`config.mk`:
```
export PLATFORM = sky130hd
export DESIGN_NAME = unicode_transcoder
export DESIGN_NICKNAME = d
export VERILOG_FILES = /design/src/rtl/core/utc_pkg.sv /design/src/rtl/core/utc_decode.sv /design/src/rtl/core/utc_encode.sv /design/src/rtl/core/utc_outbuf.sv /design/src/rtl/core/unicode_transcoder.sv
export SDC_FILE = /design/constraint.sdc
export NUM_CORES = 1
export LEC_CHECK = 0
export ABC_AREA = 1
export ABC_CLOCK_PERIOD_IN_PS = 4700
export BUFFER_PORTS_ARGS = -buffer_cell sky130_fd_sc_hd__buf_2
export CAP_MARGIN = 20
export CORE_MARGIN = 2
export CORE_UTILIZATION = 60
export DETAILED_ROUTE_END_ITERATION = 8
export PLACE_DENSITY = 0.79
export SLEW_MARGIN = 20
export SYNTH_ARGS = -nofsm -noshare
export SYNTH_HDL_FRONTEND = slang
export SYNTH_HIERARCHICAL = 1
export SYNTH_SLANG_ARGS = --single-unit
```
`constraint.sdc`:
```
create_clock -name clk -period 4.7 [get_ports clk]
set_input_delay 0.94 -clock clk [delete_from_list [all_inputs] [get_ports clk]]
set_output_delay 0.94 -clock clk [all_outputs]
set_load 0.01 [all_outputs]
```
`src/rtl/core/utc_pkg.sv`:
```
`timescale 1ns / 1ps
// ----------------------------------------------------------------------------
// utc_pkg: shared types and constants of the Unicode transcoder
// Format codes, register indexes, UTF-8/UTF-16 constants and the result
// burst handed from the encoder to the output buffer.
// ----------------------------------------------------------------------------
package utc_pkg;

	localparam int unsigned FMT_W   = 3;
	localparam int unsigned MAX_OUT = 8;
	localparam int unsigned CNT_W   = $clog2(MAX_OUT + 1);
	localparam int unsigned IDX_W   = $clog2(MAX_OUT);

	// register indexes
	localparam logic REG_SOURCE_FORMAT = 1'b0;
	localparam logic REG_TARGET_FORMAT = 1'b1;

	// format codes; codes not listed fall back to UTF-8
	localparam logic [FMT_W-1:0] FMT_UTF8     = 3'd0;
	localparam logic [FMT_W-1:0] FMT_UTF8_BOM = 3'd1;
	localparam logic [FMT_W-1:0] FMT_UTF16LE  = 3'd2;
	localparam logic [FMT_W-1:0] FMT_UTF16BE  = 3'd3;
	localparam logic [FMT_W-1:0] FMT_UTF32LE  = 3'd4;
	localparam logic [FMT_W-1:0] FMT_UTF32BE  = 3'd5;

	localparam logic [15:0] HIGH_SURR_LO = 16'hD800;
	localparam logic [15:0] HIGH_SURR_HI = 16'hDBFF;
	localparam logic [5:0]  HIGH_SURR_TAG = 6'b110110;
	localparam logic [5:0]  LOW_SURR_TAG  = 6'b110111;
	localparam logic [20:0] SUPP_BASE    = 21'h10000;
	localparam logic [31:0] CP_LIMIT     = 32'h110000;

	localparam logic [7:0] UTF8_LEAD4 = 8'd240;
	localparam logic [7:0] UTF8_LEAD3 = 8'd224;
	localparam logic [7:0] UTF8_LEAD2 = 8'd192;
	localparam logic [7:0] UTF8_CONT  = 8'd128;

	typedef struct packed {
		logic        bom;      // target BOM goes first
		logic        cp_valid; // a code point completed
		logic [31:0] cp;
	} utc_decoded_t;

	typedef struct packed {
		logic [8*MAX_OUT-1:0] bytes; // first byte in the lowest bits
		logic [CNT_W-1:0]     count;
	} utc_burst_t;

endpackage

```
`src/rtl/core/utc_decode.sv`:
```
`timescale 1ns / 1ps
// ----------------------------------------------------------------------------
// utc_decode: source decoder
// Holds the partial code point state and assembles code points from the
// source byte stream; joins UTF-16 surrogate pairs.
// ----------------------------------------------------------------------------
module utc_decode (
	input  logic                          clk,
	input  logic                          arst_n,
	input  logic                          take,
	input  logic [7:0]                    in_byte,
	input  logic                          stream_start,
	input  logic [utc_pkg::FMT_W-1:0]     source_format,
	output utc_pkg::utc_decoded_t         dec
);

	logic [31:0] acc_q, acc_d, acc_e;
	logic [1:0]  seen_q, seen_d, seen_e;
	logic [2:0]  need_q, need_d, need_e;
	logic [9:0]  hh_q, hh_d, hh_e;
	logic        hv_q, hv_d, hv_e;
	logic        bom_q;

	logic [15:0] unit;
	logic [31:0] acc32;
	logic [31:0] cont;
	logic [31:0] cp;
	logic        cp_valid;

	always_comb begin
		// stream_start wipes partial state before the byte is handled
		acc_e  = stream_start ? '0 : acc_q;
		seen_e = stream_start ? '0 : seen_q;
		need_e = stream_start ? '0 : need_q;
		hh_e   = stream_start ? '0 : hh_q;
		hv_e   = stream_start ? 1'b0 : hv_q;

		acc_d    = acc_e;
		seen_d   = seen_e;
		need_d   = need_e;
		hh_d     = hh_e;
		hv_d     = hv_e;
		cp       = '0;
		cp_valid = 1'b0;

		unit  = (source_format == utc_pkg::FMT_UTF16LE) ? {in_byte, acc_e[7:0]}
			: {acc_e[7:0], in_byte};
		acc32 = (source_format == utc_pkg::FMT_UTF32LE)
			? (acc_e | ({24'd0, in_byte} << {seen_e, 3'b000}))
			: {acc_e[23:0], in_byte};
		cont  = {acc_e[25:0], in_byte[5:0]};

		case (source_format)
			utc_pkg::FMT_UTF16LE, utc_pkg::FMT_UTF16BE: begin
				if (seen_e == 2'd0) begin
					acc_d  = {24'd0, in_byte};
					seen_d = 2'd1;
				end else begin
					seen_d = 2'd0;
					acc_d  = '0;
					if (hv_e) begin
						hv_d     = 1'b0;
						hh_d     = '0;
						cp       = {11'd0, {1'b0, hh_e, unit[9:0]} + utc_pkg::SUPP_BASE};
						cp_valid = 1'b1;
					end else if (unit >= utc_pkg::HIGH_SURR_LO
							&& unit <= utc_pkg::HIGH_SURR_HI) begin
						hh_d = unit[9:0];
						hv_d = 1'b1;
					end else begin
						cp       = {16'd0, unit};
						cp_valid = 1'b1;
					end
				end
			end
			utc_pkg::FMT_UTF32LE, utc_pkg::FMT_UTF32BE: begin
				if (seen_e != 2'd3) begin
					acc_d  = acc32;
					seen_d = seen_e + 2'd1;
				end else begin
					cp       = acc32;
					cp_valid = 1'b1;
					acc_d    = '0;
					seen_d   = 2'd0;
				end
			end
			default: begin
				if (need_e != 3'd0) begin
					if ({1'b0, seen_e} + 3'd1 >= need_e) begin
						cp       = cont;
						cp_valid = 1'b1;
						acc_d    = '0;
						seen_d   = '0;
						need_d   = '0;
						hh_d     = '0;
						hv_d     = 1'b0;
					end else begin
						acc_d  = cont;
						seen_d = seen_e + 2'd1;
					end
				end else if (!in_byte[7]) begin
					cp       = {24'd0, in_byte};
					cp_valid = 1'b1;
				end else if (in_byte[7:5] == 3'b110) begin
					acc_d  = {27'd0, in_byte[4:0]};
					need_d = 3'd1;
					seen_d = 2'd0;
				end else if (in_byte[7:4] == 4'b1110) begin
					acc_d  = {28'd0, in_byte[3:0]};
					need_d = 3'd2;
					seen_d = 2'd0;
				end else if (in_byte[7:3] == 5'b11110) begin
					acc_d  = {29'd0, in_byte[2:0]};
					need_d = 3'd3;
					seen_d = 2'd0;
				end else begin
					// invalid lead byte gives U+0000
					cp       = '0;
					cp_valid = 1'b1;
				end
			end
		endcase
	end

	assign dec.bom      = bom_q | stream_start;
	assign dec.cp_valid = cp_valid;
	assign dec.cp       = cp;

	always_ff @(posedge clk or negedge arst_n) begin
		if (!arst_n) begin
			acc_q  <= '0;
			seen_q <= '0;
			need_q <= '0;
			hh_q   <= '0;
			hv_q   <= 1'b0;
			bom_q  <= 1'b1;
		end else if (take) begin
			acc_q  <= acc_d;
			seen_q <= seen_d;
			need_q <= need_d;
			hh_q   <= hh_d;
			hv_q   <= hv_d;
			bom_q  <= 1'b0;
		end
	end

endmodule

```
`src/rtl/core/utc_encode.sv`:
```
`timescale 1ns / 1ps
// ----------------------------------------------------------------------------
// utc_encode: target encoder
// Builds the byte burst for one input transaction: optional BOM followed
// by the code point in the target encoding.
// ----------------------------------------------------------------------------
module utc_encode (
	input  utc_pkg::utc_decoded_t         dec,
	input  logic [utc_pkg::FMT_W-1:0]     target_format,
	output utc_pkg::utc_burst_t           burst
);

	logic [31:0] bom_bytes, enc_bytes;
	logic [2:0]  bom_len, enc_len;
	logic [31:0] cp;
	logic [19:0] v;
	logic [15:0] u1, u2;

	assign cp = dec.cp;
	assign v  = 20'(cp[20:0] - utc_pkg::SUPP_BASE);
	assign u1 = {utc_pkg::HIGH_SURR_TAG, v[19:10]};
	assign u2 = {utc_pkg::LOW_SURR_TAG, v[9:0]};

	// BOM, first byte in the lowest bits
	always_comb begin
		bom_bytes = '0;
		bom_len   = '0;
		if (dec.bom) begin
			case (target_format)
				utc_pkg::FMT_UTF8_BOM: begin
					bom_bytes = {8'h00, 8'hBF, 8'hBB, 8'hEF};
					bom_len   = 3'd3;
				end
				utc_pkg::FMT_UTF16LE: begin
					bom_bytes = {16'h0000, 8'hFE, 8'hFF};
					bom_len   = 3'd2;
				end
				utc_pkg::FMT_UTF16BE: begin
					bom_bytes = {16'h0000, 8'hFF, 8'hFE};
					bom_len   = 3'd2;
				end
				utc_pkg::FMT_UTF32LE: begin
					bom_bytes = {8'h00, 8'h00, 8'hFE, 8'hFF};
					bom_len   = 3'd4;
				end
				utc_pkg::FMT_UTF32BE: begin
					bom_bytes = {8'hFF, 8'hFE, 8'h00, 8'h00};
					bom_len   = 3'd4;
				end
				default: begin
					bom_bytes = '0;
					bom_len   = '0;
				end
			endcase
		end
	end

	always_comb begin
		enc_bytes = '0;
		enc_len   = '0;
		if (dec.cp_valid) begin
			case (target_format)
				utc_pkg::FMT_UTF16LE, utc_pkg::FMT_UTF16BE: begin
					if (cp[31:16] == 16'd0) begin
						enc_len   = 3'd2;
						enc_bytes = (target_format == utc_pkg::FMT_UTF16LE)
							? {16'd0, cp[15:8], cp[7:0]} : {16'd0, cp[7:0], cp[15:8]};
					end else if (cp < utc_pkg::CP_LIMIT) begin
						enc_len   = 3'd4;
						enc_bytes = (target_format == utc_pkg::FMT_UTF16LE)
							? {u2[15:8], u2[7:0], u1[15:8], u1[7:0]}
							: {u2[7:0], u2[15:8], u1[7:0], u1[15:8]};
					end
				end
				utc_pkg::FMT_UTF32LE: begin
					enc_len   = 3'd4;
					enc_bytes = cp;
				end
				utc_pkg::FMT_UTF32BE: begin
					enc_len   = 3'd4;
					enc_bytes = {cp[7:0], cp[15:8], cp[23:16], cp[31:24]};
				end
				default: begin
					if (cp < 32'h80) begin
						enc_len   = 3'd1;
						enc_bytes = {24'd0, cp[7:0]};
					end else if (cp < 32'h800) begin
						enc_len   = 3'd2;
						enc_bytes = {16'd0, utc_pkg::UTF8_CONT | {2'b00, cp[5:0]},
							utc_pkg::UTF8_LEAD2 | {3'b000, cp[10:6]}};
					end else if (cp < 32'h10000) begin
						enc_len   = 3'd3;
						enc_bytes = {8'd0, utc_pkg::UTF8_CONT | {2'b00, cp[5:0]},
							utc_pkg::UTF8_CONT | {2'b00, cp[11:6]},
							utc_pkg::UTF8_LEAD3 | {4'b0000, cp[15:12]}};
					end else if (cp < utc_pkg::CP_LIMIT) begin
						// top bits stay at most 4 here, so the OR cannot carry
						enc_len   = 3'd4;
						enc_bytes = {utc_pkg::UTF8_CONT | {2'b00, cp[5:0]},
							utc_pkg::UTF8_CONT | {2'b00, cp[11:6]},
							utc_pkg::UTF8_CONT | {2'b00, cp[17:12]},
							utc_pkg::UTF8_LEAD4 | {5'b00000, cp[20:18]}};
					end
				end
			endcase
		end
	end

	assign burst.bytes = ({32'd0, enc_bytes} << {bom_len, 3'b000}) | {32'd0, bom_bytes};
	assign burst.count = utc_pkg::CNT_W'({1'b0, bom_len} + {1'b0, enc_len});

endmodule

```
`src/rtl/core/utc_outbuf.sv`:
```
`timescale 1ns / 1ps
// ----------------------------------------------------------------------------
// utc_outbuf: result buffer and byte serialiser
// Holds one burst and hands it out one byte per transaction; frees itself
// in the cycle its last byte is taken so the next burst loads straight in.
// ----------------------------------------------------------------------------
module utc_outbuf (
	input  logic                clk,
	input  logic                arst_n,
	input  logic                load,
	input  utc_pkg::utc_burst_t burst,
	output logic                free,
	output logic                m_tvalid,
	input  logic                m_tready,
	output logic [7:0]          m_tdata,
	output logic                m_tlast
);

	logic [8*utc_pkg::MAX_OUT-1:0] bytes_q;
	logic [utc_pkg::CNT_W-1:0]     rem_q;
	logic [utc_pkg::IDX_W-1:0]     idx_q;
	logic                          take;

	assign m_tvalid = (rem_q != '0);
	assign m_tlast  = (rem_q == utc_pkg::CNT_W'(1));
	assign m_tdata  = bytes_q[{idx_q, 3'b000} +: 8];
	assign take     = m_tvalid & m_tready;
	assign free     = !m_tvalid || (m_tlast && m_tready);

	always_ff @(posedge clk) begin
		if (load)
			bytes_q <= burst.bytes;
	end

	always_ff @(posedge clk or negedge arst_n) begin
		if (!arst_n) begin
			rem_q <= '0;
			idx_q <= '0;
		end else if (load) begin
			rem_q <= burst.count;
			idx_q <= '0;
		end else if (take) begin
			rem_q <= rem_q - utc_pkg::CNT_W'(1);
			idx_q <= idx_q + utc_pkg::IDX_W'(1);
		end
	end

endmodule

```
`src/rtl/core/unicode_transcoder.sv`:
```
`timescale 1ns / 1ps
// The first result byte of an input byte is valid in the cycle after the byte is accepted.
// An input byte that yields N result bytes (0..8, BOM included) holds the output buffer
// until its last byte is taken; the next input is taken in the cycle the last byte leaves,
// so with the one-byte-wide output port a new input byte waits until the last one is out.
// Reset (arst_n low, asynchronous): both formats UTF-8, partial state cleared, BOM armed.
// ----------------------------------------------------------------------------
// unicode_transcoder: UTF-8 / UTF-16 / UTF-32 byte stream transcoder
// Decodes the source byte stream into code points and re-encodes each one
// in the target format, one output byte per transaction.
// ----------------------------------------------------------------------------
module unicode_transcoder (
	input  logic                      clk,
	input  logic                      arst_n,
	// configuration
	input  logic                      cfg_we,
	input  logic                      cfg_idx,
	input  logic [utc_pkg::FMT_W-1:0] cfg_wdata,
	// source bytes
	input  logic                      s_tvalid,
	output logic                      s_tready,
	input  logic [7:0]                s_tdata,  // [7:0] in_byte
	input  logic                      s_tuser,  // [0] stream_start
	// target bytes
	output logic                      m_tvalid,
	input  logic                      m_tready,
	output logic [7:0]                m_tdata,  // [7:0] out_byte
	output logic                      m_tlast   // last_of_run
);

	logic [utc_pkg::FMT_W-1:0] source_format_q, target_format_q;
	logic                      take;
	utc_pkg::utc_decoded_t     dec;
	utc_pkg::utc_burst_t       burst;

	always_ff @(posedge clk or negedge arst_n) begin
		if (!arst_n) begin
			source_format_q <= utc_pkg::FMT_UTF8;
			target_format_q <= utc_pkg::FMT_UTF8;
		end else if (cfg_we) begin
			unique case (cfg_idx)
				utc_pkg::REG_SOURCE_FORMAT: source_format_q <= cfg_wdata;
				utc_pkg::REG_TARGET_FORMAT: target_format_q <= cfg_wdata;
				default: ;
			endcase
		end
	end

	assign take = s_tvalid & s_tready;

	utc_decode u_decode (
		.clk           (clk),
		.arst_n        (arst_n),
		.take          (take),
		.in_byte       (s_tdata),
		.stream_start  (s_tuser),
		.source_format (source_format_q),
		.dec           (dec)
	);

	utc_encode u_encode (
		.dec           (dec),
		.target_format (target_format_q),
		.burst         (burst)
	);

	utc_outbuf u_outbuf (
		.clk      (clk),
		.arst_n   (arst_n),
		.load     (take),
		.burst    (burst),
		.free     (s_tready),
		.m_tvalid (m_tvalid),
		.m_tready (m_tready),
		.m_tdata  (m_tdata),
		.m_tlast  (m_tlast)
	);

endmodule

```
==> impl_metrics.tcl <==
set metrics [dict create \
    die_h_um 148.4 \
    drv_cap 0 \
    cts_buffers 17 \
    grt_max_degree 74 \
    ys_ff_latch 126 \
    final-setup-viol-count 0 \
    cts_sinks 126 \
    vias_per_cell 6.181 \
    htreeDepth 4 \
    post_cts.repair.setup_buffers 0 \
    totalWireLength_um 46990 \
    final_core_util_pct 67.73 \
    fin_crit_ns 4.395 \
    syn_area_per_cell_um2 6.224 \
    yosys_warnings 6 \
    drcViolationCount 0 \
    drt-pass1-iter-count 7 \
    p_leak_nw 6.961 \
    outcome "finished, final reports clean" \
    ys_types 56 \
    synth-edff-count 64 \
    min_path_type "reg -> reg" \
    fmax_mhz 227.6 \
    grt_use_total_pct 42.99 \
    hpwl_um 34560 \
    clock_skew_ns 0.01887 \
    wire_per_inst_um 20.11 \
    synth_top_cell_area_share_pct 18.82 \
    rows 52 \
    ys.flop_type "edfxtp_1" \
    crit_path_max_fanout 10 \
    synthTopCellsByArea "nand2_1, edfxtp_1, dfrtp_1, nand3_1, inv_1" \
    synth_area_um2 12500 \
    tightest_slew_ns 0.8737 \
    overflow 0 \
    diodes 0 \
    synth-seq-area-share_pct 27.79 \
    nNetsFinal 2089 \
    fillCellCount 1790 \
    hold_violations 0 \
    clkLatencyLatePin_ns 0.44 \
    ios 29 \
    yosys.area.top_type "nand2_1" \
    ctsResizeCount 0 \
    dieArea_um2 22010 \
    maxSlewHeadroom_pct 41.75 \
    cts_buffer_depth 2 \
    initial_core_util_pct 61.40 \
    rsz0062_at_grt "false" \
    final_antenna_net_count 0 \
    critPathKind "in -> reg" \
    critPathRequiredTime_ns 4.88 \
    syn_inst 2009 \
    power_density_nw_per_um2 618.2 \
    vias 14444 \
    core_area_um2 20360 \
    die_x_um 148.4 \
    arrival_ns 4.57 \
    cts_tree "yes" \
    drt-initial-drc-count 2602 \
    syn2layout_area_growth_pct 10.30 \
    async_flop_share_pct 49.21 \
    finalCritPeriodShare_pct 93.50 \
    cts-root-buf "clkbuf_16" \
    hold_buffers 0 \
    numPortBuffers 28 \
    antenna_found_initial 0 \
    ir_drop_mv 0.3273 \
    clk_pin_slew_ns 0.07 \
    slew_violations 0 \
    syn_nets 2044 \
    grt_first_pass_wirelength_um 72860 \
    place_area_um2 13190 \
    globalplace.congestion 1.137 \
    layout-drive-gt1-share_pct 14.03 \
    stdcell_area_um2 13790 \
    grt_pass1_vias 12909 \
    power_mw 8.526 \
    start_kind "input port" \
    critPathCaptureType "flop" \
]
## layout by cell type (no fill, tap or decap), drive strengths merged, types with 16 or more instances in the layout
cell    Yosys  routed
o22ai      22      22
inv       264     271
a21oi      85      85
nand2     654     654
nand4      25      25
edfxtp     64      64
o21ai     164     164
nand3     278     278
dfrtp      61      61
buf        72     140
clkbuf     42      17
ha         16      16
nor2      170     170
## final cells by class
| type | count | area [um2] | share of cell area [%] |
|---|---|---|---|
| clock buffers | 17 | 425.4 | 3.084 |
| clock inverters | 15 | 170.2 | 1.234 |
| inverters | 270 | 1027 | 7.448 |
| multi-input cells | 1499 | 7373 | 53.46 |
| flip-flops and latches | 126 | 3475 | 25.19 |
| well taps | 270 | 337.8 | 2.449 |
| repair buffers | 140 | 983.4 | 7.131 |
## state kept, by name, indices dropped and copies added (netlist names)
| name | flops |
|---|---|
| u_outbuf/rem_q | 4 |
| u_outbuf/bytes_q | 64 |
| u_outbuf/idx_q | 3 |
| target_format_q | 3 |
| source_format_q | 3 |
| u_decode/need_q | 3 |
| u_decode/acc_q | 32 |
| u_decode/bom_q | 1 |
| u_decode/hh_q | 10 |
| u_decode/hv_q | 1 |
| u_decode/seen_q | 2 |
## synth_stat cells (all sizes together), types with 22 or more instances
cell,number
buf,72
a21oi,85
nand4,25
nor2,170
clkbuf,42
nand3,278
dfrtp,61
edfxtp,64
inv,264
o21ai,164
o22ai,22
nand2,654
## path summary, 6_finish.rpt
kind | startpoint | end | slack, ns | cells after the start
hold reg to reg | u_decode/bom_q | u_decode/bom_q | 0.45 | 2
setup / recovery | s_tuser | u_outbuf/bytes_q[25] | 0.31 | 24
min in group asynchronous | arst_n | u_decode/acc_q[0] | 0.50 | 1
setup reg to reg | u_decode/seen_q[1] | u_outbuf/bytes_q[25] | 0.36 | 22
hold / removal | u_decode/bom_q | u_decode/bom_q | 0.45 | 2
max in group asynchronous | arst_n | u_decode/bom_q | 3.37 | 2
## through the flow
stage	hold slack [ns]	setup TNS, ns	setup WS [ns]	instances
5_1_grt	0.5032	0	0.08073	2337
6_report	0.4537	0	0.3055	2337
3_3_place_gp	0.4411	-0.08690	-0.02688	2305
4_1_cts	0.4568	0	0.3385	2337
3_5_place_dp	0.4462	-0.2425	-0.09379	2305
2_1_floorplan	0.4315	0	0.01241	2009
## report_power, final
part	internal (mW)	total, mW	switching [mW]
clock	0.714	1.37	0.653
sequential	1.62	1.89	0.277
combinational	1.63	5.27	3.64
total	3.96	8.53	4.57
## cell families (layout without fill, tap and decap cells)
group	after synthesis	in the layout	synth area share (%)
xor+xnor	4	4	0.2802
fa+ha+maj	17	17	1.761
compound gates	339	339	15.69
simple gates	1139	1139	40.93
buf+inv	384	442	13.55
flops	126	126	27.79
## per-layer routing
layer	vias to the layer above	global-route usage, %	part of all wire, %
li1	6664	-	-
met3	175	13.99	16
met2	1179	60.35	40
met4	0	16.52	4.4
met5	-	0	0
met1	6426	61.44	40
## worst max-delay path, stage by stage
cell	delay (ns)
buf_2	0.11
inv_2	0.10
nand2_2	0.10
ha_1	0.34
ha_1	0.30
nand3_1	0.09
nand3_2	0.11
nand2_4	0.11
buf_4	0.16
o32ai_1	0.59
nor2_1	0.13
nand2_2	0.18
inv_4	0.07
buf_4	0.16
nand3_4	0.08
clkinv_2	0.15
nand2_1	0.14
nand3_1	0.10
nand2_1	0.07
nand2_1	0.08
nand3_1	0.11
nand3_1	0.18
nand2_1	0.11
nand2_1	0.05
Power figures use the tool's default switching activity.
